## config.mk

```make
export PLATFORM = sky130hd
export DESIGN_NAME = mcm_div
export DESIGN_NICKNAME = d
export VERILOG_FILES = /design/src/mcm_pkg.sv /design/src/mcm_div.sv
export VERILOG_INCLUDE_DIRS = /design/src /design/src/src
export SDC_FILE = /design/constraint.sdc
export NUM_CORES = 1
export LEC_CHECK = 0
export BUFFER_PORTS_ARGS = -buffer_cell sky130_fd_sc_hd__buf_4
export CAP_MARGIN = 10
export CORE_UTILIZATION = 52
export CTS_CLUSTER_SIZE = 8
export DETAILED_ROUTE_END_ITERATION = 8
export GPL_ROUTABILITY_DRIVEN = 0
export PLACE_DENSITY = 0.79
export SYNTH_ARGS = -nofsm -noshare
export SYNTH_HDL_FRONTEND = slang
export SYNTH_SLANG_ARGS = --single-unit
```

## constraint.sdc

```tcl
create_clock -name clk_i -period 2.65 [get_ports clk_i]
set_input_delay 0.1325 -clock clk_i [delete_from_list [all_inputs] [get_ports clk_i]]
set_output_delay 0.1325 -clock clk_i [all_outputs]
set_load 0.02 [all_outputs]
```

## src/metronome_click_mixer_macros.svh

```systemverilog
// assertion helpers shared by the click mixer modules
`ifndef METRONOME_CLICK_MIXER_MACROS_SVH
`define METRONOME_CLICK_MIXER_MACROS_SVH

`ifndef SYNTHESIS
`define MCM_ASSERT(name, clk, rst_n, prop, msg) \
  name: assert property (@(posedge clk) disable iff (!rst_n) prop) else $error(msg);
`define MCM_ASSERT_IMP(name, clk, rst_n, ante, cons, msg) \
  name: assert property (@(posedge clk) disable iff (!rst_n) (ante) |-> (cons)) else $error(msg);
`else
`define MCM_ASSERT(name, clk, rst_n, prop, msg)
`define MCM_ASSERT_IMP(name, clk, rst_n, ante, cons, msg)
`endif

`endif

```

## src/mcm_pkg.sv

```systemverilog
package mcm_pkg;

  localparam int unsigned MaxClickLength = 2048;
  localparam int unsigned SineTableDepth = 1024;
  localparam int unsigned SampleBits     = 24;

  localparam int unsigned EnvSize = 2048;
  localparam int unsigned EnvAw   = 11;

  localparam int unsigned PosW    = 40;
  localparam int unsigned VolW    = 17;
  localparam int unsigned SrW     = 19;
  localparam int unsigned TempoW  = 18;
  localparam int unsigned BpbW    = 7;
  localparam int unsigned BeatW   = 42;

  localparam int unsigned CfgIdxW  = 3;
  localparam int unsigned CfgDataW = 19;

  localparam logic [CfgIdxW-1:0] CfgEnabled = 3'd0;
  localparam logic [CfgIdxW-1:0] CfgVolume  = 3'd1;
  localparam logic [CfgIdxW-1:0] CfgRate    = 3'd2;
  localparam logic [CfgIdxW-1:0] CfgTempo   = 3'd3;
  localparam logic [CfgIdxW-1:0] CfgBpb     = 3'd4;

  localparam int unsigned MinRate  = 8000;
  localparam int unsigned MinTempo = 5120;

  // shared divider: dividend, divisor and iteration counter widths
  localparam int unsigned DivNw = 58;
  localparam int unsigned DivDw = 33;
  localparam int unsigned DivCw = 6;

  typedef struct packed {
    logic             start;
    logic [DivCw-1:0] iters;
    logic [DivNw-1:0] dividend;
    logic [DivDw-1:0] divisor;
  } div_req_t;

  typedef struct packed {
    logic busy;
    logic done;
  } div_stat_t;

  localparam longint Q30One = 64'sd1073741824;

  typedef logic [31:0] env_rom_t [EnvSize];

  function automatic longint mul_q30(longint a, longint b);
    logic   neg;
    longint ma;
    longint mb;
    longint r;
    neg = (a < 0) != (b < 0);
    ma  = (a < 0) ? -a : a;
    mb  = (b < 0) ? -b : b;
    r   = (ma * mb + (longint'(1) <<< 29)) >>> 30;
    return neg ? -r : r;
  endfunction

  // sin(pi/2 * u), u in q30 over [0, 1]
  function automatic longint quarter_sine(longint u);
    longint u2;
    longint acc;
    u2  = mul_q30(u, u);
    acc = -64'sd3864;
    acc = 64'sd172272 + mul_q30(u2, acc);
    acc = -64'sd5026995 + mul_q30(u2, acc);
    acc = 64'sd85569306 + mul_q30(u2, acc);
    acc = -64'sd693598668 + mul_q30(u2, acc);
    acc = 64'sd1686629713 + mul_q30(u2, acc);
    acc = mul_q30(u, acc);
    if (acc < 0) acc = 0;
    if (acc > Q30One) acc = Q30One;
    return acc;
  endfunction

  // full cycle table entry, depth given as log2
  function automatic logic [31:0] sine_entry(int unsigned idx, int unsigned lg);
    longint v;
    longint quad;
    longint u;
    longint s;
    v    = longint'(idx) * 4;
    quad = v >>> lg;
    u    = (v & ((longint'(1) <<< lg) - 1)) <<< (30 - lg);
    if (quad[0]) u = Q30One - u;
    s = quarter_sine(u);
    if (quad >= 2) s = -s;
    return s[31:0];
  endfunction

  function automatic env_rom_t build_env();
    env_rom_t e;
    e[0] = Q30One[31:0];
    for (int i = 1; i < EnvSize; i++) begin
      e[i] = 32'(mul_q30(longint'(e[i-1]), 64'sd1072693760));
    end
    return e;
  endfunction

endpackage

```

## src/mcm_div.sv

```systemverilog
`include "metronome_click_mixer_macros.svh"

module mcm_div (
  input  logic                      clk_i,
  input  logic                      rst_ni,
  input  mcm_pkg::div_req_t         req_i,
  output mcm_pkg::div_stat_t        stat_o,
  output logic [mcm_pkg::DivNw-1:0] quo_o,
  output logic [mcm_pkg::DivDw-1:0] rem_o
);
  import mcm_pkg::*;

  logic             busy_q;
  logic             done_q;
  logic [DivCw-1:0] cnt_q;
  logic [DivNw-1:0] num_q;
  logic [DivDw-1:0] rem_q;
  logic [DivDw-1:0] den_q;
  logic [DivDw:0]   trial;
  logic             fits;

  // restoring step, one quotient bit per cycle
  assign trial = {rem_q, num_q[DivNw-1]} - {1'b0, den_q};
  assign fits  = !trial[DivDw];

  always_ff @(posedge clk_i or negedge rst_ni) begin
    if (!rst_ni) begin
      busy_q <= 1'b0;
      done_q <= 1'b0;
      cnt_q  <= '0;
    end else begin
      done_q <= 1'b0;
      if (req_i.start) begin
        busy_q <= 1'b1;
        cnt_q  <= req_i.iters;
      end else if (busy_q) begin
        cnt_q <= cnt_q - 1'b1;
        if (cnt_q == DivCw'(1)) begin
          busy_q <= 1'b0;
          done_q <= 1'b1;
        end
      end
    end
  end

  // dividend is left aligned so only its meaningful bits are walked
  always_ff @(posedge clk_i) begin
    if (req_i.start) begin
      num_q <= req_i.dividend << (DivCw'(DivNw) - req_i.iters);
      rem_q <= '0;
      den_q <= req_i.divisor;
    end else if (busy_q) begin
      num_q <= {num_q[DivNw-2:0], fits};
      rem_q <= fits ? trial[DivDw-1:0] : {rem_q[DivDw-2:0], num_q[DivNw-1]};
    end
  end

  assign stat_o.busy = busy_q;
  assign stat_o.done = done_q;
  assign quo_o       = num_q;
  assign rem_o       = rem_q;

  `MCM_ASSERT_IMP(a_no_restart, clk_i, rst_ni, req_i.start, !busy_q, "divider restarted while busy")
  `MCM_ASSERT_IMP(a_rem_below, clk_i, rst_ni, done_q, rem_q < den_q, "remainder not below divisor")
  `MCM_ASSERT(a_done_after_busy, clk_i, rst_ni, done_q |-> $past(busy_q), "done without a run")

endmodule

```

==> impl_results.md <==
- Status: complete, but fails checks
- Setup ws final: -0.241 ns
- Clock sinks: between 100 and 150
- DRT antenna net count: 0
- Seq/Total Area, Yosys: 0.352
- Synth Warn #: 0
- Mapped Cells: 1096
- Initial antenna violation count: 0
- Least-Margin Pin Slew: between 0.9 and 1 ns
- Max Cap Viol: 0
- Violated checks: negative setup slack
- Most common cell after layout, fill and taps aside: buf_4
- Tot GR Track Use: 0.348
- Dpl cells: 1640
- Fin crit period: 2.89 ns
- Routed Wire Length: 36700 um
- Static leakage: 6.36 nW
- Rel. slew slack: 0.341
- Area grow syn2layout: 43.6%
- Non-filler cells, final: ~1.7k
- Max Transition Viols Final: 0
- Gr ovfl total: 0
- Worst clock skew: 0.0119 ns
- Final #Nets: 1588
- Met1 usage: 0.406
- Post-Syn Nets: between 1k and 1.5k
- Clk buf depth: 2
- Post-DP HPWL: 24600 um
- Initial core utilization: 0.539
- Die width: 142 um
- Count of final setup violators: 34
- Main synth FF type: edfxtp_1
- Final hold violations: 0
- Avg Vias per Cell: 6.31
- Layout cells sized above 1: 0.372
- Buffers added on ports: 192
- Ant. Diodes: 0
- Num CTS Buffers: 17
- Most frequent cells in the layout: buf_4 (356), nand2_1 (144), nor2_1 (103), edfxtp_1 (91), a21oi_1 (80)
- Syn Area/Cell: 9.32 um^2
- Core footprint: roughly 19000 um^2
- DIE AREA: 20200 um^2
- Global-route wire length before repair: 54200 um
- Clock-pin slew on the worst setup and hold paths: 0.06 ns
- Root buffer cell: clkbuf_16
- Initial DRC Count: about 1.5k
- Filler cells: 1228
- Grt met3 use: 0.0713
- H-tree Lvls: 4
- CP Max Fanout: 7
- Synth Cell Area: 10200 um^2
- Hold Crit Class: in2reg
- Achievable Freq: 346 MHz
- Pre-Repair DR Iteration Count: 6
- Synthesized flop and latch total: 132
- Most used routing layer: met2
- Drc violations: 0
- Critical Path RT: around 3.0 ns
- Clk_lat worst skew: 0.43 ns
- I/O pin count: 193
- Post-synth ARST share: 0.0606
- Distinct cells, synth: 70
- # rows: 50
- Tcrit/Tclk final: 1.09
- Fin Setup TNS: -4.55 ns
- Routed len/inst: 21.3 um
- Pin count of the biggest net entering global routing: 53
- Worst VDD drop: 0.458 mV
- WP data arrival: 3.26 ns
- Worst setup SP type: flop
- Met2 Usage GRT: 0.603
- Cell Pwr Density: 903 nW/um^2
- EDFF count, synth: between 90 and 100
- Crit Path Category: reg2reg
- CTS tree: done
- Kind of end point of the critical path: flop
- Die Ht: 142 um
- Vias in the first global route: 10.5k
- Via count: 10.9k
- RSZ-0062 raised after global routing: true
[area by class of cell]
type	instances	area [um^2]	area share
timing repair buffer	412	3430	0.234
tap	260	325	0.0222
inverter	49	184	0.0125
sequential	132	3600	0.245
multi-input combinational	839	6580	0.448
clock buffer	18	429	0.0293
clock inverter	14	129	0.00879
[cell usage after synthesis, types with 5 or more instances]
master | n | area share
nand2_1 | 146 | 0.054
nor2_1 | 104 | 0.038
edfxtp_1 | 91 | 0.27
a21oi_1 | 84 | 0.041
mux2i_1 | 65 | 0.064
o21ai_0 | 61 | 0.030
inv_1 | 47 | 0.017
clkbuf_1 | 46 | 0.017
mux4_2 | 43 | 0.095
ha_1 | 36 | 0.044
a211oi_1 | 35 | 0.026
dfxtp_1 | 33 | 0.065
o2bb2ai_1 | 25 | 0.021
xnor2_1 | 20 | 0.017
xor2_1 | 20 | 0.017
nand3_1 | 19 | 0.0093
mux2_2 | 17 | 0.019
buf_2 | 16 | 0.0078
a31oi_1 | 11 | 0.0067
o221ai_1 | 11 | 0.0094
a21o_1 | 10 | 0.0074
o211ai_1 | 10 | 0.0074
o21ai_1 | 9 | 0.0044
dfrtp_1 | 8 | 0.020
nand2b_1 | 8 | 0.0049
buf_1 | 7 | 0.0026
nand4_1 | 7 | 0.0043
o21a_1 | 7 | 0.0051
a311oi_1 | 6 | 0.0051
and3_1 | 6 | 0.0037
buf_4 | 6 | 0.0044
nor3_1 | 6 | 0.0029
o31ai_1 | 6 | 0.0044
and2_1 | 5 | 0.0031
[final timing paths]
check,startpoint,endpoint,slack [ns],cells past startpoint
hold reg to reg,rem_o[20],rem_o[20],0.52,2
hold / removal,req_i[95],cnt_q[4],0.02,3
min in group asynchronous,rst_ni,cnt_q[1],0.07,2
setup reg to reg,den_q[27],rem_o[0],-0.24,14
setup / recovery,den_q[27],rem_o[0],-0.24,14
max in group asynchronous,rst_ni,cnt_q[3],2.46,2
[critical path: stages, from the launching register on]
cell and delay (ns):
edfxtp_1 0.37, inv_1 0.07, ha_1 0.25, buf_4 0.16, o21ai_1 0.26, o21bai_1 0.16, nand2_1 0.10, a21oi_1 0.08
a211oi_2 0.23, o21ai_2 0.13, xnor2_4 0.23, buf_12 0.17, buf_12 0.15, mux2i_2 0.28, a22o_1 0.18
[report_power, final]
part | internal [W] | switching [W] | total, W
registers | 0.00274 | 0.000391 | 0.00313
logic | 0.00365 | 0.00419 | 0.00784
clock network | 0.00130 | 0.000978 | 0.00228
total | 0.00769 | 0.00556 | 0.0132
[sequential cells by signal, summed over array words and instances, names as in the netlist]
signal  count
busy_q      1
cnt_q       6
den_q      33
done_q      1
quo_o      58
rem_o      33
[stage by stage]
step	hold WS, ns	power [W]	utilization	setup slack, ns	instance area [um^2]
final	0.0243	0.0132	0.774	-0.241	14700
after global routing	0.0471	0.0138	0.774	-0.389	14700
after detailed placement	-0.0450	0.00961	0.697	-0.232	13200
after floorplan	-0.163	0.00695	-	-0.154	10300
after CTS	0.0188	0.0124	0.761	-0.0655	14400
after global placement	-0.0456	0.00945	0.697	-0.114	13200
[metal layers]
| layer | part of all wire | up-vias |
|---|---|---|
| li1 | - | 4807 |
| met1 | 0.36 | 5091 |
| met2 | 0.48 | 780 |
| met3 | 0.10 | 205 |
| met4 | 0.061 | 0 |
| met5 | 0 | - |
[repair_timing]
| item | 4_1_cts | 5_1_grt |
|---|---|---|
| endpoints found under the hold margin | 42 | 0 |
| resized for setup | 33 | 34 |
| setup endpoints to repair | 33 | 34 |
| setup buffers | 9 | 7 |
| pin swaps | 28 | 25 |
| cloned | 3 | 1 |
| hold buffers | 35 | 0 |
[cell families after synthesis]
| family | Yosys count | share of synthesized area |
|---|---|---|
| and+or+nand+nor | 323 | 0.136 |
| AOI/OAI and AO/OA | 313 | 0.202 |
| DFF | 132 | 0.352 |
| buffers and inverters | 125 | 0.0508 |
| muxes | 125 | 0.177 |
| xor gates and xnor gates | 41 | 0.0359 |
| adders and majority gates | 37 | 0.0461 |
Power figures use the tool's default switching activity.
